$ cat config.mk
export PLATFORM = sky130hd
export DESIGN_NAME = sep_ctrl
export DESIGN_NICKNAME = d
export VERILOG_FILES = /design/src/sep_pkg.sv /design/src/sep_ctrl.sv
export SDC_FILE = /design/constraint.sdc
export NUM_CORES = 1
export LEC_CHECK = 0
export ABC_AREA = 1
export BUFFER_PORTS_ARGS = -buffer_cell sky130_fd_sc_hd__buf_2
export CELL_PAD_IN_SITES_DETAIL_PLACEMENT = 0
export CELL_PAD_IN_SITES_GLOBAL_PLACEMENT = 1
export CORE_MARGIN = 1
export CORE_UTILIZATION = 27
export DETAILED_ROUTE_END_ITERATION = 8
export PLACE_DENSITY = 0.86
export SETUP_SLACK_MARGIN = 0.2
export SYNTH_ARGS = -nofsm -noshare
export SYNTH_HDL_FRONTEND = slang
export SYNTH_SLANG_ARGS = --single-unit
$ cat constraint.sdc
create_clock -name aclk -period 1.7 [get_ports aclk]
set_clock_uncertainty 0.1 [all_clocks]
set_input_delay 0 -clock aclk [delete_from_list [all_inputs] [get_ports aclk]]
set_output_delay 0 -clock aclk [all_outputs]
set_load 0.01 [all_outputs]
$ cat src/sep_pkg.sv
// ============================================================================
// sep_pkg
// shared types, constants and command/status structs for the edge partitioner
// ============================================================================
package sep_pkg;

    localparam int DEF_WORKERS   = 16;
    localparam int DEF_VERTICES  = 65536;
    localparam int DEF_LOAD_BITS = 32;

    localparam int VID_W = 16;
    localparam int OUT_W = 4;
    localparam int TOL_W = 10;
    localparam int CNT_W = 5;

    localparam logic [1:0] MODE_NAIVE  = 2'd0;
    localparam logic [1:0] MODE_HASH   = 2'd1;
    localparam logic [1:0] MODE_GREEDY = 2'd2;

    localparam logic [1:0] REG_MODE  = 2'd0;
    localparam logic [1:0] REG_COUNT = 2'd1;
    localparam logic [1:0] REG_TOL   = 2'd2;

    typedef enum logic [3:0] {
        ST_CLEAR,
        ST_IDLE,
        ST_HASH,
        ST_RD,
        ST_DECIDE,
        ST_CHARGE1,
        ST_CHARGE2,
        ST_SCAN,
        ST_THRESH,
        ST_OUT
    } sep_state_t;

    // controller -> datapath
    typedef struct packed {
        logic clear_step;
        logic load_item;
        logic hash_step;
        logic mem_read;
        logic decide;
        logic charge1;
        logic charge2;
        logic scan_start;
        logic scan_step;
        logic thresh;
        logic out_load;
    } sep_cmd_t;

    // datapath -> controller
    typedef struct packed {
        logic clear_done;
        logic hash_done;
        logic need_scan;
        logic scan_done;
        logic need_charge2;
        logic thresh_done;
    } sep_stat_t;

endpackage

$ cat src/sep_ctrl.sv
// ============================================================================
// sep_ctrl
// sequencer: clear pass, hash, greedy lookup, charge, rescan, output
// ============================================================================
module sep_ctrl (
    input  logic               aclk,
    input  logic               aresetn,
    input  logic [1:0]         mode,
    input  logic               in_fire,
    input  logic               out_busy,
    input  sep_pkg::sep_stat_t stat,
    output sep_pkg::sep_cmd_t  cmd,
    output logic               in_ready
);
    import sep_pkg::*;

    sep_state_t state_reg, state_next;

    always_ff @(posedge aclk) begin
        if (!aresetn) begin
            state_reg <= ST_CLEAR;
        end else begin
            state_reg <= state_next;
        end
    end

    always_comb begin
        state_next = state_reg;
        case (state_reg)
            ST_CLEAR:   if (stat.clear_done) state_next = ST_IDLE;
            ST_IDLE: begin
                if (in_fire) begin
                    if (mode == MODE_NAIVE) state_next = ST_OUT;
                    else if (mode == MODE_HASH) state_next = ST_HASH;
                    else state_next = ST_RD;
                end
            end
            ST_HASH:    if (stat.hash_done) state_next = ST_OUT;
            ST_RD:      state_next = ST_DECIDE;
            ST_DECIDE:  state_next = ST_CHARGE1;
            ST_CHARGE1: state_next = stat.need_charge2 ? ST_CHARGE2
                                   : (stat.need_scan ? ST_SCAN : ST_OUT);
            ST_CHARGE2: state_next = stat.need_scan ? ST_SCAN : ST_OUT;
            ST_SCAN:    if (stat.scan_done) state_next = ST_THRESH;
            ST_THRESH:  if (stat.thresh_done) state_next = ST_OUT;
            ST_OUT:     if (!out_busy) state_next = ST_IDLE;
            default:    state_next = ST_IDLE;
        endcase
    end

    always_comb begin
        cmd = '0;
        in_ready = 1'b0;
        case (state_reg)
            ST_CLEAR:   cmd.clear_step = 1'b1;
            ST_IDLE: begin
                in_ready = 1'b1;
                cmd.load_item = in_fire;
            end
            ST_HASH:    cmd.hash_step = 1'b1;
            ST_RD:      cmd.mem_read = 1'b1;
            ST_DECIDE:  cmd.decide = 1'b1;
            ST_CHARGE1: begin
                cmd.charge1 = 1'b1;
                cmd.scan_start = !stat.need_charge2 && stat.need_scan;
            end
            ST_CHARGE2: begin
                cmd.charge2 = 1'b1;
                cmd.scan_start = stat.need_scan;
            end
            ST_SCAN:    cmd.scan_step = 1'b1;
            ST_THRESH:  cmd.thresh = 1'b1;
            ST_OUT:     cmd.out_load = !out_busy;
            default:    cmd = '0;
        endcase
    end

    a_one_cmd: assert property (@(posedge aclk) disable iff (!aresetn)
        $onehot0({cmd.charge1, cmd.charge2, cmd.scan_step, cmd.out_load, cmd.decide}))
        else $error("overlapping datapath commands");
    a_ready_idle: assert property (@(posedge aclk) disable iff (!aresetn)
        in_ready |-> !cmd.out_load && !cmd.scan_step)
        else $error("ready while busy");
    a_clear_first: assert property (@(posedge aclk) disable iff (!aresetn)
        cmd.clear_step |-> !in_ready)
        else $error("input taken during clear");

endmodule

==> metrics.cfg, run 1 <==
[run_status]
status=completed

[logic_synthesis]
synth_ff_type=dfxtp_1
synthArstFlopShare=0
synthTopCellsByArea=nand2_1 (20%), inv_1 (18%), dfxtp_1 (16%)
synth_area_sq_um=497
netlist.area_leader.share=0.204
synth_cells=99
synth_edf_count=0
synth_nets=111
yosys_warnings=0
yosysUniqueCellTypes=18
synth_largest_area_cell=nand2_1
ys_ff_latch=4
synth.avg_cell_area_sq_um=5.02
yosysSeqAreaShare=0.161

[finish]
nFillCells=202
final_nets=140
layout_common_cells=nand2_1 (26), inv_1 (24), buf_2 (23)
multi_input_area_sq_um=323
syn_to_final_growth_pct=38.3
antenna_cells=0
final_layout_size_suffix_gt1_frac=0.349
regArea_sq_um=83.8
layout_commonest_cell=nand2_1
largest_reg_flops=4

[clock_tree]
clockBufferDepth=2
cts_setup_buffers=0
root_buffer=clkbuf_4
numCtsBuffers=3
cts_tree=done
h-tree-depth=1
clk_latency_ns=0.24
clkSlewWorstSetupHoldPaths_ns=0.04
cts_sinks=4

[floorplan]
row_count=15
design.die.area_sq_um=2020
initial_core_util=0.288
core_sq_um=1730
dieHeight_microns=44.9
die_width_microns=44.9
num_io_pins=24

[power]
leakage_uw=0.000473
powerDensity_nw_per_um2=1150
p_sw_frac=0.513
p_clk_frac=0.149
p_int_uw=385
ir_drop_mv=0.301
finalPower_uw=790
pwr-share-seq=0.211
pwr-share-comb=0.639
p_sw_uw=405

[worst_hold_path]
min_from=stat[3]
hold_class=in2reg
hold_depth=5
hold_end=state_reg[2]

[timing]
fin_crit_sh=0.853
relSlewSlack=0.806
tightest_slew_ns=0.291
finalSetupViolCount=0
layout_min_cycle_time_ns=1.45
final_max_slew_viol_count=0
setup_tns_ns=0
hold_viol=0
rsz0062_at_grt=true
max_freq_ghz=0.690

[setup_path]
cp_max_fo=5
reg2reg_slack_ns=0.32
timing.rr.start=state_reg[1]
crit_type=reg2out
crit_start=state_reg[0]
critPathCaptureType=output pin
start_kind=flip-flop
arrival_ns=1.35
reg2reg_to=state_reg[0]
r2r_cells=9
worst_ep_required_time_ns=1.60

[route]
wl_met2_microns=648
first_pass_iters=4
wire_per_inst_microns=9.37
vias=664
antenna_left=0
drt-vias-per-instance=4.40
top_layer=met4
met1_length_microns=660
route.met3.wl_microns=69
remaining_drc_errors=0
drt-initial-drc-count=10
routed_wl_microns=1420

[flow_run]
cap_violations=0

[grt]
grt_pass1_wl_microns=2050
grt_usage=0.149
grt_max_degree=8
first_global_vias=508
grt_overflow=0
antenna_found_initial=0

[placement]
post-dp-hpwl_microns=1130
port-buffer-count=23
gp_congestion=0.834

[per-layer routing]
layer / vias up / global-route usage
met5: - / 0
met4: 0 / 0.109
met3: 4 / 0.0400
met2: 23 / 0.218
met1: 287 / 0.187
li1: 350 / -
[layout make-up]
| class | instances | area share |
|---|---|---|
| sequential | 4 | 0.122 |
| inverter | 27 | 0.148 |
| multi-input combinational | 68 | 0.470 |
| tap | 25 | 0.0455 |
| clock buffer | 3 | 0.0328 |
| timing repair buffer | 24 | 0.182 |
[worst max-delay path by stage]
stage              endpoint  slack [ns]  cells past startpoint
6_report             cmd[3]        0.25                      5
5_1_grt              cmd[3]        0.18                      5
4_1_cts              cmd[3]        0.22                      6
3_5_place_dp   state_reg[0]        0.27                      7
3_3_place_gp   state_reg[0]        0.26                      8
2_1_floorplan  state_reg[0]        0.43                      7
[timing repair]
action                                  CTS  global route
endpoints found under the setup margin    0             4
hold endpoints to repair                  4             0
resized for setup                         0             6
hold buffers                              1             0
[synthesized netlist by cell type, types with 2 or more instances]
cell type / instances
inv_2: 3
nand2_1: 27
dfxtp_1: 4
nor2_2: 4
a21oi_1: 2
o21ai_0: 2
inv_1: 24
nor2_1: 13
nand3_1: 11
[worst max-delay path: stages (launching register included)]
cell	delay [ns]
dfxtp_1	0.42
nand2_1	0.13
nor2_2	0.21
a21oi_1	0.12
nor2_1	0.10
buf_2	0.13
[through the flow]
stage                     instance area [sq um]  instances   util  setup slack (ns)  hold WS [ns]
after floorplan                             497         99      -             0.433       -0.0471
after global placement                      643        147  0.372             0.264         0.129
after detailed placement                    643        147  0.372             0.266         0.129
after CTS                                   676        151  0.391             0.223        0.0343
after global routing                        687        151  0.398             0.182        0.0656
final                                       687        151  0.398             0.250        0.0356
[logic make-up after synthesis]
group	count (synthesis)	synth area share
AND/OR/NAND/NOR	62	0.567
buffers and inverters	27	0.204
AO/OA/AOI/OAI	6	0.0680
flip-flops	4	0.161
[power by group through the flow]
stage          Sequential, uW  Combinational [uW]  Clock (uW)
4_1_cts                   158                 498         120
3_5_place_dp              159                 492           0
5_1_grt                   171                 572         128
3_3_place_gp              157                 501           0
2_1_floorplan             151                 360           0
6_report                  167                 505         118
No activity file was read; power rests on OpenSTA's default activity.
==> run 2: changes to the inputs <==
--- a/config.mk
+++ b/config.mk
@@ -12,7 +12,9 @@
 export CORE_MARGIN = 1
 export CORE_UTILIZATION = 27
 export DETAILED_ROUTE_END_ITERATION = 8
+export GPL_ROUTABILITY_DRIVEN = 1
 export PLACE_DENSITY = 0.86
+export RECOVER_POWER = 25
 export SETUP_SLACK_MARGIN = 0.2
 export SYNTH_ARGS = -nofsm -noshare
 export SYNTH_HDL_FRONTEND = slang
==> run 2 against run 1 <==
Net effect: hold slack about the same; global-route usage unchanged; setup slack worse by 0.035 ns; critical path depth up 1; largest power group unchanged; cell count unchanged.
==> metrics.cfg, run 2 (synthesis gave the netlist of run 1 again) <==
[route]
remaining_drc_errors=0  ; unchanged
vias=657  ; -1.1%
routed_wl_microns=1420  ; +0.28%
drt-vias-per-instance=4.35  ; -1.1%
drt-initial-drc-count=10  ; unchanged
wire_per_inst_microns=9.40  ; +0.28%
antenna_left=0  ; unchanged
first_pass_iters=4  ; unchanged

[timing]
max_freq_ghz=0.674  ; -2.3%
layout_min_cycle_time_ns=1.48  ; +0.0345 ns
setup_tns_ns=0  ; unchanged
relSlewSlack=0.782  ; -0.0233
rsz0062_at_grt=true
tightest_slew_ns=0.326  ; +0.0349 ns
fin_crit_sh=0.873  ; +0.0203
final_max_slew_viol_count=0  ; unchanged
hold_viol=0  ; unchanged
finalSetupViolCount=0  ; unchanged

[finish]
final_area_sq_um=682  ; -0.73%
final_nets=140  ; unchanged
largest_reg_flops=4  ; unchanged
antenna_cells=0  ; unchanged
syn_to_final_growth_pct=37.3
final_layout_size_suffix_gt1_frac=0.325  ; -0.0238
layout_commonest_cell=nand2_1
layout_common_cells=nand2_1 (26), inv_1 (24), buf_2 (22)
finish.utilization=0.395  ; -0.00290

[worst_hold_path]
min_from=stat[3]
hold_class=in2reg

[setup_path]
cpMaxStageDelayCell=dfxtp_1
cp-endpoint=cmd[3]
start_kind=flip-flop
cp_max_fo=6  ; +1
cp_top_family=flip-flops
critical_path_buf_inv_count=2  ; +1
critPathCaptureType=output pin
worst_ep_required_time_ns=1.60  ; about the same
cp.depth=6  ; +1
arrival_ns=1.38  ; +0.03 ns
reg2reg_to=state_reg[0]
crit_start=state_reg[3]
reg2reg_slack_ns=0.24  ; -0.08 ns
timing.rr.start=state_reg[3]
cp_cell_sequence=inv_2, nand2_1, nor2_2, a21oi_1, nor2_1, buf_2
slowest_delay_ns=0.50  ; +0.08 ns
crit_type=reg2out
r2r_cells=7  ; -2

[clock_tree]
clkSlewWorstSetupHoldPaths_ns=0.04  ; about the same
root_buffer=clkbuf_4
clk_latency_ns=0.24  ; about the same
h-tree-depth=1  ; unchanged
cts_setup_buffers=0  ; unchanged
cts_sinks=4  ; unchanged
clockBufferDepth=2  ; unchanged
numCtsBuffers=3  ; unchanged
cts_tree=done

[power]
p_clk_frac=0.150  ; about the same
p_sw_uw=405  ; about the same
pwr-share-seq=0.209  ; -0.002
p_sw_frac=0.515  ; +0.00158
finalPower_uw=788  ; -0.34%
ir_drop_mv=0.301  ; +0.10%
leakage_uw=0.000469  ; -0.96%
powerDensity_nw_per_um2=1160  ; +0.39%
pwr-share-comb=0.641  ; +0.002
p_int_uw=382  ; -0.66%

[floorplan]
core_sq_um=1730  ; unchanged
dieHeight_microns=44.9  ; unchanged
row_count=15  ; unchanged
initial_core_util=0.288  ; unchanged
design.die.area_sq_um=2020  ; unchanged
num_io_pins=24  ; unchanged
die_width_microns=44.9  ; unchanged

[grt]
antenna_found_initial=0  ; unchanged
first_global_vias=508  ; unchanged
grt_pass1_wl_microns=2050  ; unchanged
grt_usage=0.149  ; unchanged
grt_overflow=0  ; unchanged
grt_max_degree=8  ; unchanged

[run_status]
status=completed

[placement]
port-buffer-count=23  ; unchanged
gp_congestion=0.834  ; unchanged
post-dp-hpwl_microns=1130  ; unchanged
dpl_cell_area_sq_um=643  ; unchanged

[flow_run]
cap_violations=0  ; unchanged

## run 2: cell count changes in the layout (fill, tap and decap cells not counted)
cell      before  now
clkbuf_1       0    1
nor2_1        11   12
nor2_2         6    5
dfxtp_2        3    2
buf_2         23   22
dfxtp_1        1    2
## run 2: power groups by stage
stage	sequential (uW)	clock, uW	combinational, uW
after detailed placement	159	0	492
final	165	118	505
after CTS	158	120	498
after global routing	168	128	570
after floorplan	151	0	360
after global placement	157	0	501
## run 2: how the worst min path moves through the flow
stage / endpoint / slack, ns / cells after the start
after detailed placement: state_reg[2] / 0.13 / 3
after global placement: state_reg[2] / 0.13 / 3
after global routing: state_reg[2] / 0.07 / 5
final: state_reg[2] / 0.04 / 5
after floorplan: cmd[0] / -0.05 / 1
after CTS: state_reg[2] / 0.03 / 5
## run 2: worst min-delay path: cells and delay by family
family | cells | cell delay [ns]
buf+inv | 2 | 0.15
simple gates | 3 | 0.21
## run 2: layout make-up
type / count / area (sq um)
clock buffers: 3 / 22.5
fillers: 203 / 1040
inverters: 27 / 101
multi-input cells: 68 / 320
flip-flops and latches: 4 / 82.6
well taps: 25 / 31.3
repair buffers: 24 / 124
## run 2: routing by layer
| metal | wire length [microns] | GRT usage |
|---|---|---|
| met3 | 74 | 0.0400 |
| met1 | 675 | 0.187 |
| met4 | 18 | 0.109 |
| met2 | 651 | 0.218 |
| met5 | 0 | 0 |
## run 2: repair_timing
action,4_1_cts,5_1_grt
setup endpoints to repair,0,4
hold buffers,1,0
hold endpoints to repair,4,0
gates resized for setup,0,6
## run 2: through the flow
stage	hold WS (ns)	instances	worst slack [ns]
floorplan	-0.0471	99	0.433
global placement	0.129	147	0.264
CTS	0.0343	151	0.223
finish	0.0352	151	0.216
global route	0.0656	151	0.114
detailed placement	0.129	147	0.266
